==> config.mk <==
export PLATFORM = sky130hd
export DESIGN_NAME = circular_list_with_cursor
export DESIGN_NICKNAME = d
export VERILOG_FILES = /design/src/clist_pkg.sv /design/src/circular_list_with_cursor.sv
export SDC_FILE = /design/constraint.sdc
export NUM_CORES = 1
export LEC_CHECK = 0
export BUFFER_PORTS_ARGS = -buffer_cell sky130_fd_sc_hd__buf_2
export CAP_MARGIN = 20
export CELL_PAD_IN_SITES_DETAIL_PLACEMENT = 0
export CELL_PAD_IN_SITES_GLOBAL_PLACEMENT = 1
export CORE_UTILIZATION = 50
export CTS_CLUSTER_DIAMETER = 50
export DETAILED_ROUTE_END_ITERATION = 10
export HOLD_SLACK_MARGIN = 0.08
export PLACE_DENSITY = 0.83
export SYNTH_ARGS = -nofsm -noshare
export SYNTH_HDL_FRONTEND = slang
export SYNTH_SLANG_ARGS = --single-unit
==> constraint.sdc <==
create_clock -name aclk -period 19.05 [get_ports aclk]
set_input_delay 1.905 -clock aclk [delete_from_list [all_inputs] [get_ports aclk]]
set_output_delay 1.905 -clock aclk [all_outputs]
set_load 0.03 [all_outputs]
==> src/clist_pkg.sv <==
package clist_pkg;

    localparam int unsigned CAPACITY_DEF = 16;

    localparam int unsigned REQ_W    = 3;
    localparam int unsigned DATA_W   = 32;
    localparam int unsigned STATUS_W = 2;
    localparam int unsigned COUNT_W  = 5;

    typedef enum logic [REQ_W-1:0] {
        REQ_INS_FRONT = 3'd0,
        REQ_INS_BACK  = 3'd1,
        REQ_START     = 3'd2,
        REQ_NEXT      = 3'd3,
        REQ_REMOVE    = 3'd4
    } req_code_t;

    typedef enum logic [STATUS_W-1:0] {
        ST_OK    = 2'd0,
        ST_EMPTY = 2'd1,
        ST_FULL  = 2'd2,
        ST_NOCUR = 2'd3
    } status_t;

    typedef struct packed {
        logic [REQ_W-1:0]         req_type;
        logic signed [DATA_W-1:0] data_in;
    } req_t;

    typedef struct packed {
        logic [STATUS_W-1:0]      status;
        logic signed [DATA_W-1:0] data_out;
        logic [COUNT_W-1:0]       count;
    } rsp_t;

endpackage

==> src/circular_list_with_cursor.sv <==
// Bounded circular singly linked list with a traversal cursor, kept in a
// register-file node store of CAPACITY slots. Each request item (insert at
// front, insert at back, start traversal, next, remove current) gives exactly
// one result item carrying a status, a data word and the element count after
// the request. An accepted item is held in an input register; once the result
// register is free or being emptied, one pass of combinational logic reads the
// store, updates the pointers and loads the result register. A new item can be
// accepted every cycle while the result side does not stall; the rate is set
// by the one-pass read-modify-write of the node store and pointer
// registers. Insertion takes the lowest free slot and is refused with status
// full when none is left. Remove checks that the cursor is still linked behind
// its previous node and is refused with status no-cursor otherwise. Request
// codes 5 to 7 are ignored and answered with status ok.
module circular_list_with_cursor #(
    parameter int unsigned CAPACITY = clist_pkg::CAPACITY_DEF
) (
    input  logic              aclk,
    input  logic              aresetn,
    input  logic              s_valid,
    output logic              s_ready,
    input  clist_pkg::req_t   s_data,
    output logic              m_valid,
    input  logic              m_ready,
    output clist_pkg::rsp_t   m_data
);

    localparam int unsigned PTR_W = $clog2(CAPACITY);
    localparam int unsigned CNT_W = $clog2(CAPACITY + 1);

    // input register
    logic            in_valid_reg;
    clist_pkg::req_t in_item_reg;

    // result register
    logic            out_valid_reg;
    clist_pkg::rsp_t out_item_reg;
    clist_pkg::rsp_t out_item_next;

    // node store, no reset: only slots in use are ever read
    logic [clist_pkg::DATA_W-1:0] node_value_reg [CAPACITY];
    logic [PTR_W-1:0]             node_link_reg  [CAPACITY];

    // list control state
    logic [CAPACITY-1:0] in_use_reg,   in_use_next;
    logic [PTR_W-1:0]    tail_reg,     tail_next;
    logic [PTR_W-1:0]    cursor_reg,   cursor_next;
    logic [PTR_W-1:0]    prev_reg,     prev_next;
    logic                empty_reg,    empty_next;
    logic                cur_ok_reg,   cur_ok_next;
    logic [CNT_W-1:0]    count_reg,    count_next;

    // store write ports: one data word, up to two links per item
    logic                         val_we;
    logic [PTR_W-1:0]             val_waddr;
    logic                         link0_we;
    logic [PTR_W-1:0]             link0_waddr;
    logic [PTR_W-1:0]             link0_wdata;
    logic                         link1_we;
    logic [PTR_W-1:0]             link1_waddr;
    logic [PTR_W-1:0]             link1_wdata;

    // lowest free slot search
    logic                free_found;
    logic [PTR_W-1:0]    free_slot;

    // store reads at the few pointers that a request can touch
    logic [PTR_W-1:0]             head_slot;
    logic [PTR_W-1:0]             cur_link;
    logic [PTR_W-1:0]             prev_link;
    logic [PTR_W-1:0]             tail_link;

    logic [31:0] count_wide;
    logic        advance;

    // an item moves on when the result register is free or being emptied
    assign advance = in_valid_reg && (!out_valid_reg || m_ready);
    assign s_ready = !in_valid_reg || advance;
    assign m_valid = out_valid_reg;
    assign m_data  = out_item_reg;

    // priority encoder, lowest index wins
    always_comb begin
        free_found = 1'b0;
        free_slot  = '0;
        for (int i = CAPACITY - 1; i >= 0; i--) begin
            if (!in_use_reg[i]) begin
                free_found = 1'b1;
                free_slot  = PTR_W'(i);
            end
        end
    end

    assign tail_link = node_link_reg[tail_reg];
    assign head_slot = tail_link;
    assign cur_link  = node_link_reg[cursor_reg];
    assign prev_link = node_link_reg[prev_reg];

    // one pass of list update per item
    always_comb begin
        in_use_next = in_use_reg;
        tail_next   = tail_reg;
        cursor_next = cursor_reg;
        prev_next   = prev_reg;
        empty_next  = empty_reg;
        cur_ok_next = cur_ok_reg;
        count_next  = count_reg;

        val_we      = 1'b0;
        val_waddr   = free_slot;
        link0_we    = 1'b0;
        link0_waddr = free_slot;
        link0_wdata = free_slot;
        link1_we    = 1'b0;
        link1_waddr = tail_reg;
        link1_wdata = free_slot;

        out_item_next.status   = clist_pkg::ST_OK;
        out_item_next.data_out = '0;

        unique case (in_item_reg.req_type)
            clist_pkg::REQ_INS_FRONT, clist_pkg::REQ_INS_BACK: begin
                if (!free_found) begin
                    out_item_next.status = clist_pkg::ST_FULL;
                end else begin
                    val_we                 = 1'b1;
                    in_use_next[free_slot] = 1'b1;
                    link0_we               = 1'b1;
                    count_next             = count_reg + CNT_W'(1);
                    if (empty_reg) begin
                        // lone node links to itself
                        link0_wdata = free_slot;
                        tail_next   = free_slot;
                        empty_next  = 1'b0;
                    end else begin
                        // splice in after the tail, becoming the new head (or the new tail for insert at back)
                        link0_wdata = tail_link;
                        link1_we    = 1'b1;
                        if (in_item_reg.req_type == clist_pkg::REQ_INS_BACK) begin
                            tail_next = free_slot;
                        end
                    end
                end
            end
            clist_pkg::REQ_START: begin
                if (empty_reg) begin
                    out_item_next.status = clist_pkg::ST_EMPTY;
                end else begin
                    prev_next              = tail_reg;
                    cursor_next            = head_slot;
                    cur_ok_next            = 1'b1;
                    out_item_next.data_out = node_value_reg[head_slot];
                end
            end
            clist_pkg::REQ_NEXT: begin
                if (empty_reg) begin
                    out_item_next.status = clist_pkg::ST_EMPTY;
                end else if (!cur_ok_reg) begin
                    out_item_next.status = clist_pkg::ST_NOCUR;
                end else begin
                    prev_next              = cursor_reg;
                    cursor_next            = cur_link;
                    out_item_next.data_out = node_value_reg[cur_link];
                end
            end
            clist_pkg::REQ_REMOVE: begin
                if (empty_reg) begin
                    out_item_next.status = clist_pkg::ST_EMPTY;
                end else if (!cur_ok_reg || prev_link != cursor_reg) begin
                    // no valid cursor, or cursor no longer sits right behind its previous node
                    out_item_next.status = clist_pkg::ST_NOCUR;
                end else begin
                    out_item_next.data_out  = node_value_reg[cursor_reg];
                    in_use_next[cursor_reg] = 1'b0;
                    count_next              = count_reg - CNT_W'(1);
                    if (cursor_reg == tail_reg && cur_link == cursor_reg) begin
                        // last node gone
                        empty_next  = 1'b1;
                        cur_ok_next = 1'b0;
                        tail_next   = '0;
                        cursor_next = '0;
                        prev_next   = '0;
                    end else begin
                        if (cursor_reg == tail_reg) begin
                            tail_next = prev_reg;
                        end
                        link1_we    = 1'b1;
                        link1_waddr = prev_reg;
                        link1_wdata = cur_link;
                        cursor_next = prev_reg;
                    end
                end
            end
            default: begin
                // unknown codes leave everything as it is
            end
        endcase

        count_wide          = 32'(count_next);
        out_item_next.count = count_wide[clist_pkg::COUNT_W-1:0];
    end

    // node store
    always_ff @(posedge aclk) begin
        if (advance) begin
            if (val_we) begin
                node_value_reg[val_waddr] <= in_item_reg.data_in;
            end
            if (link0_we) begin
                node_link_reg[link0_waddr] <= link0_wdata;
            end
            if (link1_we) begin
                node_link_reg[link1_waddr] <= link1_wdata;
            end
        end
    end

    // list control state
    always_ff @(posedge aclk) begin
        if (!aresetn) begin
            in_use_reg <= '0;
            tail_reg   <= '0;
            cursor_reg <= '0;
            prev_reg   <= '0;
            empty_reg  <= 1'b1;
            cur_ok_reg <= 1'b0;
            count_reg  <= '0;
        end else if (advance) begin
            in_use_reg <= in_use_next;
            tail_reg   <= tail_next;
            cursor_reg <= cursor_next;
            prev_reg   <= prev_next;
            empty_reg  <= empty_next;
            cur_ok_reg <= cur_ok_next;
            count_reg  <= count_next;
        end
    end

    // input register
    always_ff @(posedge aclk) begin
        if (!aresetn) begin
            in_valid_reg <= 1'b0;
        end else if (s_ready) begin
            in_valid_reg <= s_valid;
        end
    end

    always_ff @(posedge aclk) begin
        if (s_valid && s_ready) begin
            in_item_reg <= s_data;
        end
    end

    // result register
    always_ff @(posedge aclk) begin
        if (!aresetn) begin
            out_valid_reg <= 1'b0;
        end else if (advance) begin
            out_valid_reg <= 1'b1;
        end else if (m_ready) begin
            out_valid_reg <= 1'b0;
        end
    end

    always_ff @(posedge aclk) begin
        if (advance) begin
            out_item_reg <= out_item_next;
        end
    end

endmodule
Yosys cells after proc, flatten, opt, wreduce, memory -nomap -nowiden --
Memories as Yosys holds them, arrays and structs flattened. A register that Yosys moved wholly into a read port is not among the register bits. Cells that the tools add are included.
Storage, ports and cells: memories 2, bits in registers 111, input port bits 39, output and inout bits 41, bits in writable memories 576
Memory list:
- node_value_reg | depth 16, width 32, read ports 3, clocked after memory_dff 1, wr ports 1, RTL line circular_list_with_cursor.sv:40 | logic [clist_pkg::DATA_W-1:0] node_value_reg [CAPACITY];
- node_link_reg | depth 16, width 4, read ports 3, clocked after memory_dff 3, wr ports 2, RTL line circular_list_with_cursor.sv:41 | logic [PTR_W-1:0] node_link_reg [CAPACITY];
Cells by class: bitwise logic cells 3, add/sub/neg operators 2, reductions and logical operators 22, eq/ne operators 16, multiplexer cells 121, $lt $le $gt $ge 4
Operators by type and width (number):
- 2-to-1 mux 4 bit | 51
- 2-to-1 mux 32 bit | 5
- one-hot mux 32 bit (3 select lines) | 1
- 2-to-1 mux 16 bit | 3
- 2-to-1 mux 1 bit | 42
- one-hot mux 16 bit (2 select lines) | 1
- one-hot mux 4 bit (3 select lines) | 2
- AND 16 bit | 1
- inverter 16 bit | 1
- bitwise OR 16 bit | 1
- 2-to-1 mux 5 bit | 3
- != test 2 bit (second input constant) | 7
- AND reduction 7 bit | 2
- less-than comparator 4 x 5 -> 1 bit (second input constant) | 2
- 2-to-1 mux 2 bit | 5
- one-hot mux 5 bit (2 select lines) | 1
- demux 1 bit (select 4 bit) | 2
- == test 4 bit | 2
- greater-or-equal comparator 4 x 1 -> 1 bit (second input constant) | 2
- one-hot mux 2 bit (4 select lines) | 1
- one-hot mux 4 bit (2 select lines) | 1
- == test 3 x 2 -> 1 bit (second input constant) | 2
- != test 3 bit (second input constant) | 2
- one-hot mux 1 bit (2 select lines) | 3
- 15 further kinds | 25

Depth between registers and ports, before layout --
depth in word-level cells 23, mapped depth 14, mapped depth without buffers 9

Least setup slack after synthesis --
Ideal clock, no wire load.
path type input to register, start input port m_ready, end memory node_link_reg[3][0] (netlist name), enable pin, path slack 11716 ps, setup time 316 ps, stages 7, arrival 7018 ps, required time 18734 ps, cell sequence nor2b_1 -> nand2b_1 -> clkbuf_1 -> inv_1 -> nand2_1 -> nor4_1 -> nand2b_1
RTL lines:
- start, declared | RTL line circular_list_with_cursor.sv:23 | input logic m_ready,
- end, declared | RTL line circular_list_with_cursor.sv:41

==> run summary <==
The flow ran to the end, and the final reports show no timing, DRC or antenna violations. Summed over all layers, the global routing overflow is 0. Fmax: 0.198 GHz. For the mapped cell area, the log shows 0.0367 mm2. For the count of cells resized by post-cts repair, the log shows 0.

A synthesized cell averages 17.7 um2. For the via count of the first global-routing pass, the log shows 23100. The synthesized netlist cell count came out at 2070. The floorplan step defined a die boundary enclosing 0.0746 mm2. The nature of the critical path startpoint was a register. The total count of max-transition violations in the final report is 0, and the port buffer count is 79.

The number of max-cap violations is 0, and the sum of net half-perimeters after detailed placement is 57.9 mm. The synthesized netlist contains 70 unique library cells. The die is 273 um tall.

Post-detailed-routing wire length: 105 mm. The number of antenna diodes in the final layout is 0. In this run, CTS created clock tree buffers numbering 87. The final clock period utilization by the worst path is 0.265. For the number of standard-cell rows in the floorplan, the log shows 99. The tree is rooted in a sky130_fd_sc_hd__clkbuf_16. The most used flip-flop cell after synthesis is sky130_fd_sc_hd__edfxtp_1. At the pin with the least slew margin, the transition time is 1140 ps. CTS built an H-tree with a depth of 3.

The first global-routing pass estimated 154 mm of wire. Measured along the x axis, the die boundary spans 273 um. The highest net fanout along the worst path was 38; the worst slew margin relative to its limit was 0.228.

Path category of the worst min-delay check: reg2reg. In the routed layout, each cell is associated on average with a via count of 7.30. The setup path with the least slack is of type reg2reg. Static leakage power: 12.8 nW. The non-filler instance count after layout is 3137, and the proportion of layout cells with a drive suffix above 1 is 0.370. The clock net in this run drives a total of 699 sinks. The detailed router finished its first iteration with 3293 violations. For the total track usage, the log shows 0.284. The proportion of register bits with asynchronous set or reset after synthesis is 0, and the post-synthesis sequential area ratio is 0.558. The power per cell area is 83.3 mW/mm2. Synthesized net count: 2111. The total instance count after detailed placement is 2979.

The clock passes through at most 3 buffers. For the worst-skew pair, the clock arrives at the later sink with an insertion delay of 640 ps. The logs give 2153 for the number of nets in the layout and 0 for the number of antenna-violating nets in the routed design. The clock-pin transition on the worst setup and hold timing paths came out at 60 ps. The register with the most flip-flops in the layout has 512 of them. The logs give 0 for the count of endpoints failing setup in the final report and 19380 ps for the endpoint required time on the critical path.

In this run the count of I/O pins placed on the die edge is 80. After detailed routing, the number of remaining DRC violations is 0. The run gives 131 as the largest net degree at the start of global routing. The core region area was 0.0728 mm2; the area added between synthesis and finish was 11.7%.

Once the clock tree was built, the setup fixing pass inserted 0 buffers. At the end of routability-driven placement, the weighted congestion stood at 0.925. Data on the critical path arrives at its endpoint at 5380 ps. In the final timing run, aggregate negative setup slack is 0 ps.

The synthesized design contains 650 enable-type register cells. The number of buffers added to fix hold violations after cts is 0, and the detailed-route wire length per cell is 33.5 um. For the final database, setup skew stands at 32.9 ps. The tools report the total via count after detailed routing as 22900. The initial antenna violation count is 1. Synthesis inferred 699 register bits. TritonCTS built the clock tree. The core occupancy in the finished layout is 0.563, and the shortest period the worst path allows is 5050 ps.

The starting density of the core came out at 0.504. The first detailed-routing pass ran for 5 iterations. For the maximum VDD drop, the log shows 58.0 uV.

After filler insertion, the fill cell instance count of the layout stands at 5466. The tools report the type of element capturing the critical path as a register. Setup repair after global routing left no endpoint under its margin. Final hold violation count: 0. For this run, the number of Yosys warnings is 0.
## cell usage after synthesis (all sizes together), types with 3 or more instances
cell | instances | area, um2
a211oi | 4 | 30.0
a21boi | 3 | 22.5
a21oi | 36 | 180
a221oi | 4 | 41.3
a22o | 6 | 52.6
a22oi | 132 | 991
a31oi | 15 | 185
and2 | 5 | 31.3
and3 | 36 | 225
buf | 62 | 303
clkbuf | 112 | 420
dfxtp | 49 | 981
edfxtp | 650 | 19500
inv | 28 | 105
mux2 | 5 | 56.3
mux2i | 92 | 921
mux4 | 463 | 10400
nand2 | 57 | 214
nand2b | 46 | 288
nand3 | 48 | 240
nand4 | 15 | 109
nor2 | 52 | 195
nor2b | 6 | 40.0
nor3 | 16 | 85.1
nor4 | 5 | 31.3
o211ai | 4 | 35.0
o21ai | 34 | 174
o22ai | 6 | 37.5
o2bb2ai | 8 | 70.1
o31ai | 3 | 22.5
o41ai | 7 | 193
or2 | 10 | 62.6
or3 | 9 | 61.3
xnor2 | 14 | 130
xor2 | 3 | 26.3
## per-layer routing
layer / share of wire / GRT usage / vias up
met5: 0 / 0 / -
met4: 0.038 / 0.111 / 0
met3: 0.12 / 0.0677 / 298
met2: 0.47 / 0.439 / 1730
met1: 0.37 / 0.392 / 11800
li1: - / - / 9032
## placed cells by master, fill, tap and decap left out, drive strengths merged, types with 4 or more instances in the layout
cell / synthesis / final
nand2b: 46 / 46
and3: 36 / 36
nor2: 52 / 52
edfxtp: 650 / 650
a221oi: 4 / 4
nor4: 5 / 5
clkinvlp: 0 / 6
a21oi: 36 / 36
and2: 5 / 5
o21ai: 34 / 34
xnor2: 14 / 14
or2: 10 / 10
inv: 28 / 44
clkbuf: 112 / 103
clkinv: 1 / 23
nand3: 48 / 48
a31oi: 15 / 15
a22oi: 132 / 132
nor2b: 6 / 6
o211ai: 4 / 4
dfxtp: 49 / 49
mux2: 5 / 5
buf: 62 / 127
bufinv: 0 / 8
nand4: 15 / 15
a211oi: 4 / 4
o41ai: 7 / 7
or3: 9 / 9
nor3: 16 / 16
mux4: 463 / 463
a22o: 6 / 6
o2bb2ai: 8 / 8
o22ai: 6 / 6
mux2i: 92 / 92
nand2: 57 / 57
## final timing paths
| kind | from | endpoint | slack, ps | cells after the start |
|---|---|---|---|---|
| worst max register to register | register | node_link_reg[2][1] | 14000 | 9 |
| worst min-delay path | in_use_reg[15] | in_use_reg[15] | 500 | 2 |
| worst max-delay path | register | node_link_reg[2][1] | 14000 | 9 |
| worst min register to register | in_use_reg[15] | in_use_reg[15] | 500 | 2 |
## logic make-up (layout without fill, tap and decap cells)
family / count (synthesis) / after routing / synth area share
fa+ha+maj: 2 / 2 / 0.000681
buf+inv: 203 / 311 / 0.0226
xor+xnor: 17 / 17 / 0.00426
flops: 699 / 699 / 0.558
compound gates: 276 / 276 / 0.0588
mux: 560 / 560 / 0.311
simple gates: 313 / 313 / 0.0452
## through the flow
stage | cell area, um2 | hold slack, ps | worst slack (ps) | power [mW]
floorplan | 36700 | 475 | 11720 | 1.79
global placement | 38100 | 493 | 14220 | 1.82
detailed placement | 38100 | 498 | 14090 | 1.82
CTS | 41000 | 505 | 14080 | 3.43
global route | 41000 | 541 | 13840 | 3.50
finish | 41000 | 501 | 14000 | 3.42
## cell type report
cell class              count  area, um2  area share
multi-input cells        1168      15500       0.379
inverters                  29        109     0.00265
clock buffers             103       2280      0.0555
well taps                 959       1200      0.0292
repair buffers            127        821      0.0200
flip-flops and latches    699      20500       0.500
clock inverters            52        561      0.0137
## critical path, stage by stage, from the launching register on
cell and delay [ps]:
sky130_fd_sc_hd__dfxtp_4 540, sky130_fd_sc_hd__buf_4 880, sky130_fd_sc_hd__mux2i_1 180, sky130_fd_sc_hd__a22o_1 290, sky130_fd_sc_hd__or3_1 320, sky130_fd_sc_hd__and3_1 180
sky130_fd_sc_hd__o211ai_1 720, sky130_fd_sc_hd__nor2b_2 460, sky130_fd_sc_hd__mux2i_2 950, sky130_fd_sc_hd__mux2i_1 200
## power by group
part	leakage (nW)	internal, mW	switching, mW	total, mW
clock network	1.38	0.973	0.657	1.63
registers	6.27	1.69	0.0194	1.71
logic	5.12	0.0353	0.0481	0.0834
total	12.8	2.69	0.725	3.42
(Power assumes the default switching activity.)
